`config.mk`:
```
export PLATFORM = sky130hd
export DESIGN_NAME = lpl_div
export DESIGN_NICKNAME = d
export VERILOG_FILES = /design/src/design/lpl_pkg.sv /design/src/design/lpl_div.sv
export SDC_FILE = /design/constraint.sdc
export NUM_CORES = 1
export LEC_CHECK = 0
export ABC_CLOCK_PERIOD_IN_PS = 3400
export BUFFER_PORTS_ARGS = -buffer_cell sky130_fd_sc_hd__buf_4
export CAP_MARGIN = 20
export CORE_ASPECT_RATIO = 0.6
export CORE_MARGIN = 2
export CORE_UTILIZATION = 45
export CTS_CLUSTER_DIAMETER = 40
export DETAILED_ROUTE_END_ITERATION = 10
export GPL_ROUTABILITY_DRIVEN = 0
export GPL_TIMING_DRIVEN = 0
export PLACE_DENSITY = 0.66
export SETUP_SLACK_MARGIN = 0.15
export SLEW_MARGIN = 40
export SYNTH_ARGS = -nofsm -noshare
export SYNTH_HDL_FRONTEND = slang
export SYNTH_SLANG_ARGS = --single-unit
```
`constraint.sdc`:
```
create_clock -name i_clk -period 3.4 [get_ports i_clk]
set_input_delay 1.02 -clock i_clk [delete_from_list [all_inputs] [get_ports i_clk]]
set_output_delay 1.02 -clock i_clk [all_outputs]
set_load 0.02 [all_outputs]
```
`src/design/lpl_pkg.sv`:
```
// Shared types and constants for the lookahead peak limiter.
package lpl_pkg;

    // Field and register widths.
    localparam int SAMPLE_W = 24;
    localparam int GAIN_W   = 24;
    localparam int COEF_W   = 24;
    localparam int DLY_W    = 10;
    localparam int CFG_W    = 24;
    localparam int CFG_AW   = 2;

    // Delay line geometry.
    localparam int DEPTH  = 1024;
    localparam int ADDR_W = 10;

    // Divider geometry: quotient bits of ceiling * 2^23 / envelope.
    localparam int QUOT_W = 23;
    localparam int CNT_W  = 5;

    // Shared multiplier operand and product widths.
    localparam int MUL_AW = 25;
    localparam int MUL_BW = 24;
    localparam int PROD_W = 49;

    localparam logic [GAIN_W-1:0]   UNITY_GAIN = 24'h800000;
    localparam logic [MUL_AW-1:0]   COEFF_ONE  = 25'h1000000;
    localparam logic [SAMPLE_W-1:0] MAX_POS    = 24'h7FFFFF;

    // Reset values of the configuration registers.
    localparam logic [CFG_W-1:0] CEILING_RST = 24'd8388608;
    localparam logic [COEF_W-1:0] RELEASE_RST = 24'd16776866;
    localparam logic [DLY_W-1:0]  DELAY_RST   = 10'd64;

    // Configuration register indexes.
    localparam logic [CFG_AW-1:0] CFG_CEILING = 2'd0;
    localparam logic [CFG_AW-1:0] CFG_RELEASE = 2'd1;
    localparam logic [CFG_AW-1:0] CFG_DELAY   = 2'd2;

    // Sequencer states.
    typedef enum logic [3:0] {
        S_IDLE,
        S_MEM,
        S_PEAK,
        S_ENV1,
        S_ENV2,
        S_ENV3,
        S_GAIN,
        S_DIV,
        S_OUT1,
        S_OUT2
    } t_state;

    // Operand selection of the shared multiplier.
    typedef enum logic [1:0] {
        MUL_ENV,
        MUL_PEAK,
        MUL_OUT
    } t_mul_sel;

    // Divider status toward the sequencer.
    typedef struct packed {
        logic busy;
        logic done;
    } t_div_stat;

endpackage

```
`src/design/lpl_div.sv`:
```
// Restoring divider, one quotient bit per cycle: floor(hi * 2^23 / divisor).
module lpl_div (
    input  logic                         i_clk,
    input  logic                         i_rst_n,
    input  logic                         i_start,
    input  logic [lpl_pkg::GAIN_W-1:0]   i_dividend_hi,
    input  logic [lpl_pkg::SAMPLE_W-1:0] i_divisor,
    output lpl_pkg::t_div_stat           o_stat,
    output logic [lpl_pkg::QUOT_W-1:0]   o_quot
);
    import lpl_pkg::*;

    logic                r_busy;
    logic                r_done;
    logic [CNT_W-1:0]    r_cnt;
    logic [SAMPLE_W-1:0] r_rem;
    logic [SAMPLE_W-1:0] r_dvs;
    logic [QUOT_W-1:0]   r_quot;

    logic [SAMPLE_W:0]   c_trial;
    logic [SAMPLE_W:0]   c_diff;
    logic                c_fits;

    // One compare and subtract step on the shifted remainder.
    always_comb begin
        c_trial = {r_rem, 1'b0};
        c_diff  = c_trial - {1'b0, r_dvs};
        c_fits  = (c_trial >= {1'b0, r_dvs});
    end

    // Control: step counter and completion pulse.
    always_ff @(posedge i_clk) begin
        if (!i_rst_n) begin
            r_busy <= 1'b0;
            r_done <= 1'b0;
            r_cnt  <= '0;
        end else begin
            r_done <= 1'b0;
            if (i_start) begin
                r_busy <= 1'b1;
                r_cnt  <= CNT_W'(QUOT_W);
            end else if (r_busy) begin
                r_cnt <= r_cnt - 1'b1;
                if (r_cnt == CNT_W'(1)) begin
                    r_busy <= 1'b0;
                    r_done <= 1'b1;
                end
            end
        end
    end

    // Datapath: the remainder starts at the dividend's high part, below the divisor.
    always_ff @(posedge i_clk) begin
        if (i_start) begin
            r_rem  <= i_dividend_hi;
            r_dvs  <= i_divisor;
            r_quot <= '0;
        end else if (r_busy) begin
            r_rem  <= c_fits ? c_diff[SAMPLE_W-1:0] : c_trial[SAMPLE_W-1:0];
            r_quot <= {r_quot[QUOT_W-2:0], c_fits};
        end
    end

    assign o_stat.busy = r_busy;
    assign o_stat.done = r_done;
    assign o_quot      = r_quot;

endmodule

```
# Yosys cells after proc, flatten, opt, wreduce, memory -nomap -nowiden
# Index checks and enable logic that the tools add are counted.
# W data, S select, Z words.
# word_totals
reg_bits,78
latch_bits,0
ram_bits,0
rom_bits,0
out_inout_bits,25
elab_cells,25
mem_count,0
# op_classes
n_addsub,2
multipliers,0
div_mod_pow,0
n_lt_le_gt_ge,1
n_eq_ne,1
shift,0
muxes,9
bitwise,2
reduce_logical,3
# ops
cell,count
$mux W24,3
$ge A25 B24 Y1,1
$sub A24 B24 Y24,1
$mux W5,2
$eq A5 B1 Y1 const B,1
$sub A5 B1 Y5 const B,1
$mux W1,4
$reduce_or A3 Y1,1
$not A1 Y1,2
$reduce_bool A2 Y1,1
$reduce_or A2 Y1,1

# Longest topological paths before layout
# Gate-level depths: netlist of the first run.
# depth
depth_word,4
mapped_depth,12
mapped_depth_nobuf,10

# Worst setup path before layout of the first run
# No wires, ideal clock.
# synth_path
path_kind,register to register
startpoint,reg r_rem[5]
endpoint,"reg r_rem[1], data pin"
setup_time_ns,0.260
arrival_ns,2.187
required_ns,3.140
setup_slack_ns,0.953
stages_incl_launch_ff,10
path_buffers,1
period_less_slack_ns,2.447
cell_sequence,edfxtp_1 -> ha_1 -> a21o_1 -> or3_4 -> o211ai_2 -> nand3_1 -> a21oi_2 -> buf_6 -> mux2i_1 -> mux2_2
# synth_between
elab_chain_len,4
# synth_rtl
item,line_no,source
start: declaration,lpl_div.sv:16,logic [SAMPLE_W-1:0] r_rem;
start signal: assignment,lpl_div.sv:55,r_rem <= i_dividend_hi;
start signal: assignment,lpl_div.sv:59,r_rem <= c_fits ? c_diff[SAMPLE_W-1:0] : c_trial[SAMPLE_W-1:0];
$ge A25 B24 Y1,lpl_div.sv:28,"c_fits = (c_trial >= {1'b0, r_dvs});"
$mux W24,lpl_div.sv:59,
$mux W24,lpl_div.sv:58,end else if (r_busy) begin
$mux W24,lpl_div.sv:54,if (i_start) begin
# Every way passes these cells. The select of a mux whose other input is x is not followed.
# A chain may end at the register's enable or synchronous reset.

# Worst setup path in the final report of the first run
# layout_path
startpoint,reg r_rem[19]
endpoint,"reg r_rem[14], data pin"
# Same word-level chain as after synthesis.

==> flow_summary.yaml, run 1 <==
cells_and_area:
  final_cell_mix: "buf_4 (79), edfxtp_1 (48), nor2_1 (46)"
  antenna_cells: 0
  drive_gt1_frac: 0.1986
  fillers: 873
  areaGrowthSynthToFinish_pct: 22.30
  final_common_cell: "buf_4"
  fin_nets: 627
  stdcell_count: 689
  fin_util: 0.5683
setup_path:
  arrival_ns: 3.14
  max_stage_delay_ns: 0.43
  r2r-end: "r_rem[14]"
  crit_type: "flop to flop"
  cp.required_ns: 3.46
  crit_top_cell: "o21ai_0"
  cp-end-kind: "flop"
  crit_path_top_delay_cell: "edfxtp_1"
  crit_path_start_kind: "flop"
  r2r_start: "r_rem[19]"
  path_max_fanout: 10
  rr_worst_depth: 10
  r2r_slack_ns: 0.33
  cp_cell_sequence: "ha_1, buf_2, a21oi_1, o21ai_0, a211oi_1, nand3_1, a21oi_2, or2_0, clkbuf_1, o21ai_0"
power:
  p_seq_frac: 0.335
  swShare: 0.3645
  leakagePower_nw: 2.360
  p_clk_frac: 0.259
  power_density_nw_per_um2: 652.1
  combinationalPowerShare: 0.406
  intPower_w: 0.002335
  switchingPower_w: 0.001339
  vdd_drop_max_mv: 0.3385
  finalPower_w: 0.003674
grt:
  grt_max_degree: 28
  grt_pass1_vias: 3443
  grt_pass1_wl_mm: 18.80
  grt_use_total: 0.2259
  antenna_found_initial: 0
  grt_overflow: 0
logic_synthesis:
  synth_area_um2: 4607
  avgSynthCellArea_um2: 9.950
  synth-async-reset-ratio: 0
  synth_edf_count: 48
  syn-instance-count: 463
  synth_cell_types: 61
  seq_area_frac_synth: 0.4432
  syn_nets: 541
  ys_seq_elements: 78
  ys.flop_type: "edfxtp_1"
  ys_warn_count: 0
placement:
  numPortBuffers: 75
  dp_cells: 673
  place_hpwl_mm: 8.836
floorplanning:
  die_w_um: 134.6
  die-area_um2: 11090
  core_um2: 9915
  fp-row-count: 28
  io_pins: 76
  initial_core_util: 0.4647
  dieHeight_um: 82.38
clocking:
  cts.clk_slew.worst_paths_ns: 0.06
  cts_tree: "done"
  clkLatencyLatePin_ns: 0.34
  postCtsSetupBuffers: 0
  clock-sinks: 78
  holdBufCountCts: 0
  htreeDepth: 3
  cts_resized: 0
  numCtsBuffers: 9
  cts_buffer_depth: 2
  clockRootBuffer: "clkbuf_16"
route:
  antenna_left: 0
  dr.pass1.iters: 5
  remaining_drc_errors: 0
  vias: 3870
  wl_per_cell_um: 17.66
  routed_wl_mm: 12.17
  drt_iter0_markers: 313
  viasPerCell: 5.617
sta:
  skew_ns: 0.009525
  slew_violations: 0
  finalCriticalPeriod_ns: 3.075
  maxSlewHeadroom: 0.5031
  finalSetupTns_ns: 0
  rsz0062_at_grt: "false"
  finalSetupViolCount: 0
  worstMarginPinSlew_ns: 0.7454
  finalHoldViolCount: 0
  finalCritPeriodShare: 0.9044
  fmax_mhz: 325.2
hold_path:
  hold_path_end: "o_quot[22]"
  worstHoldPathType: "flop to flop"
  whs_path_depth: 2
  hp-start: "o_quot[22]"
run:
  maxCapViolCount: 0
outcome:
  status: "finished clean"
## flip-flops by register name, summed over array words and instances, names as in the netlist
name / count
r_rem: 24
o_quot: 23
r_cnt: 5
r_done: 1
r_busy: 1
r_dvs: 24
## final cells by class
cell class                      instances  area [µm²]  area share
Sequential cell                        78        2042      0.3624
Clock buffer                           12       267.8     0.04752
Tap cell                              135       168.9     0.02998
Timing Repair Buffer                   75       563.0     0.09993
Buffer                                 26       126.4     0.02243
Inverter                               31       116.4     0.02065
Clock inverter                          4       27.53    0.004886
Multi-Input combinational cell        328        2322      0.4122
## power by group through the flow
stage | clock network, W | logic (W) | registers, W
final | 0.000952 | 0.00149 | 0.00123
after CTS | 0.000969 | 0.00145 | 0.00123
after global placement | 0 | 0.00141 | 0.00124
after detailed placement | 0 | 0.00144 | 0.00125
after floorplan | 0 | 0.00108 | 0.00123
after global routing | 0.00100 | 0.00163 | 0.00124
## metrics by stage
stage / hold slack [ns] / cell area (µm²) / setup slack [ns]
5_1_grt: 0.5322 / 5634 / 0.1993
6_report: 0.5199 / 5634 / 0.3250
2_1_floorplan: 0.5185 / 4607 / 0.9526
3_3_place_gp: 0.4764 / 5339 / -0.01274
4_1_cts: 0.5175 / 5634 / 0.3415
3_5_place_dp: 0.5092 / 5339 / -0.01817
## synth_stat cells, types with 6 or more instances
library cell | n | share of area
nor2b_1 | 14 | 0.019
clkbuf_1 | 13 | 0.011
xnor2_1 | 12 | 0.023
o21a_1 | 10 | 0.016
nor2_1 | 46 | 0.037
dfxtp_1 | 30 | 0.13
o211ai_1 | 6 | 0.0098
mux2i_1 | 23 | 0.050
edfxtp_1 | 48 | 0.31
o31ai_1 | 7 | 0.011
a21o_1 | 7 | 0.011
nand3_1 | 7 | 0.0076
inv_1 | 31 | 0.025
a22oi_1 | 8 | 0.013
nand3b_1 | 17 | 0.028
xor2_1 | 9 | 0.017
ha_1 | 26 | 0.071
o21ai_0 | 18 | 0.020
a21oi_1 | 16 | 0.017
nor3_1 | 10 | 0.011
nand2_1 | 26 | 0.021
## cell families after synthesis
| family | synth area share |
|---|---|
| AND/OR/NAND/NOR | 0.1583 |
| AO/OA/AOI/OAI | 0.1760 |
| flip-flops | 0.4432 |
| buffers and inverters | 0.05269 |
| adder cells (fa/ha/maj) | 0.07496 |
| multiplexers | 0.05486 |
| XOR/XNOR | 0.03992 |
## how the worst max path moves through the flow
stage               from         to  slack, ns  cells after the start
2_1_floorplan   r_rem[5]   r_rem[1]       0.95                      9
4_1_cts          i_start  r_rem[18]       0.34                      4
5_1_grt         r_rem[6]  r_rem[20]       0.20                      8
3_3_place_gp     i_start  r_rem[14]      -0.01                      4
6_report       r_rem[19]  r_rem[14]       0.33                     10
3_5_place_dp     i_start  r_rem[15]      -0.02                      4
## worst max-delay path: cells and delay by family, from the launching register on
kind | cells | cell delay, ns
AOI/OAI and AO/OA | 5 | 1.18
buffers and inverters | 2 | 0.59
DFF | 1 | 0.43
adders and majority gates | 1 | 0.30
and+or+nand+nor | 2 | 0.28
## per-layer routing
| metal | track usage | vias up | wire, µm |
|---|---|---|---|
| li1 | - | 1875 | - |
| met1 | 0.3526 | 1806 | 6409 |
| met3 | 0.05495 | 12 | 1025 |
| met5 | 0 | - | 0 |
| met2 | 0.3071 | 177 | 4645 |
| met4 | 0.05474 | 0 | 86 |
No activity file was read; power rests on OpenSTA's default activity.
==> run 2: changes to the inputs <==
--- a/config.mk
+++ b/config.mk
@@ -5,7 +5,7 @@
 export SDC_FILE = /design/constraint.sdc
 export NUM_CORES = 1
 export LEC_CHECK = 0
-export ABC_CLOCK_PERIOD_IN_PS = 3400
+export ABC_CLOCK_PERIOD_IN_PS = 3060
 export BUFFER_PORTS_ARGS = -buffer_cell sky130_fd_sc_hd__buf_4
 export CAP_MARGIN = 20
 export CORE_ASPECT_RATIO = 0.6
==> constraint.sdc (replaced) <==
create_clock -name i_clk -period 3.06 [get_ports i_clk]
set_input_delay 0.918 -clock i_clk [delete_from_list [all_inputs] [get_ports i_clk]]
set_output_delay 0.918 -clock i_clk [all_outputs]
set_load 0.02 [all_outputs]
==> flow_summary.yaml, run 2 (same netlist as run 1, synthesis figures left out) <==
clocking:
  htreeDepth: 3
  numCtsBuffers: 9
  clockRootBuffer: "clkbuf_16"
  cts.clk_slew.worst_paths_ns: 0.06
  clkLatencyLatePin_ns: 0.35
  cts_tree: "done"
  clock-sinks: 78
  cts_buffer_depth: 2
  holdBufCountCts: 0
cells_and_area:
  post-route-cell-area_um2: 5695
  fin_nets: 628
  areaGrowthSynthToFinish_pct: 23.63
  drive_gt1_frac: 0.2162
  final_common_cell: "buf_4"
  final_cell_mix: "buf_4 (81), edfxtp_1 (48), nor2_1 (46)"
  antenna_cells: 0
  stdcell_count: 690
run:
  maxCapViolCount: 0
route:
  drt_iter0_markers: 396
  remaining_drc_errors: 0
  dr.pass1.iters: 5
  routed_wl_mm: 12.20
  wl_per_cell_um: 17.69
  vias: 3871
  antenna_left: 0
  viasPerCell: 5.610
setup_path:
  path_delay_family: "compound AO/OA/AOI/OAI gates"
  worstSetupEndpoint: "r_rem[8]"
  crit_type: "flop to flop"
  startpoint: "r_rem[12]"
  cp_cell_sequence: "ha_1, buf_2, and4_1, nor4bb_2, a211oi_1, nand3_1, a21oi_4, buf_6, buf_4, a22oi_1, o31ai_1"
  arrival_ns: 2.95
  cp-end-kind: "flop"
  cp.required_ns: 3.18
  r2r_start: "r_rem[12]"
  cp.depth: 11
  critPathBufInv: 3
  r2r_slack_ns: 0.23
  crit_path_start_kind: "flop"
  r2r-end: "r_rem[8]"
  path_max_fanout: 10
  crit_path_top_delay_cell: "edfxtp_1"
  max_stage_delay_ns: 0.40
  rr_worst_depth: 11
power:
  finalPower_w: 0.004151
  power_density_nw_per_um2: 728.8
  vdd_drop_max_mv: 0.3901
  leakagePower_nw: 2.374
floorplanning:
  fp-row-count: 28
  io_pins: 76
  die-area_um2: 11090
  dieHeight_um: 82.38
  core_um2: 9915
  die_w_um: 134.6
  initial_core_util: 0.4647
placement:
  numPortBuffers: 75
  dp_cells: 673
  place_hpwl_mm: 8.836
  post_dp_cell_area_um2: 5339
sta:
  finalCriticalPeriod_ns: 2.828
  whs_ns: 0.5200
  finalHoldViolCount: 0
  fmax_mhz: 353.6
  finalCritPeriodShare: 0.9241
  rsz0062_at_grt: "false"
  worstMarginPinSlew_ns: 0.7613
  finalSetupViolCount: 0
  skew_ns: 0.009678
  slew_violations: 0
  maxSlewHeadroom: 0.4925
grt:
  grt_overflow: 0
  antenna_found_initial: 0
  grt_pass1_vias: 3453
  grt_pass1_wl_mm: 18.82
  grt_use_total: 0.2263
  grt_max_degree: 28
hold_path:
  worstHoldPathType: "flop to flop"
outcome:
  status: "finished clean"
==> run 2: cell type report <==
type | instances | area, µm²
fill | 864 | 4219
multi-input combinational | 328 | 2372
clock inverter | 4 | 27.53
inverter | 31 | 116.4
sequential | 78 | 2042
tap | 135 | 168.9
timing repair buffer | 76 | 570.5
buffer | 26 | 130.1
clock buffer | 12 | 267.8
==> run 2: per-layer routing <==
layer / vias to the layer above / global-route usage / routed length [µm]
met5: - / 0 / 0
met4: 0 / 0.05474 / 115
met3: 14 / 0.05495 / 947
met2: 154 / 0.3081 / 4602
met1: 1826 / 0.3529 / 6537
li1: 1877 / - / -
==> run 2: repair_timing <==
action                                  4_1_cts  5_1_grt
buffers inserted                              0        1
gates cloned                                  0        0
gates resized for setup                       4       11
endpoints found under the setup margin       31       17
pin swaps                                     0        2
==> run 2: how the worst min path moves through the flow <==
stage	start	endpoint	slack, ns	cells after the start
floorplan	r_cnt[4]	r_done	0.52	2
global placement	o_quot[22]	o_quot[22]	0.48	2
detailed placement	o_quot[0]	o_quot[0]	0.51	2
CTS	o_quot[0]	o_quot[0]	0.52	2
global route	o_quot[0]	o_quot[0]	0.53	2
finish	o_quot[22]	o_quot[22]	0.52	2
==> run 2: stage by stage <==
step | util | setup TNS, ns | setup WS, ns
floorplan | - | 0 | 0.6126
global placement | 0.5385 | -5.983 | -0.2507
detailed placement | 0.5385 | -6.114 | -0.2562
CTS | 0.5692 | 0 | 0.1916
global route | 0.5745 | 0 | 0.1514
finish | 0.5745 | 0 | 0.2323
==> run 2: worst min-delay path, cell delays in order, from the launching register on <==
cell and delay [ns]:
dfxtp_1 0.33, mux2i_1 0.07, nor2_1 0.08
==> run 2: where the power goes <==
part           switching [W]  leakage, nW  internal (W)
combinational        0.00102         1.50      0.000709
sequential         0.0000733        0.724       0.00129
clock               0.000438        0.148      0.000623
total                0.00153         2.37       0.00262
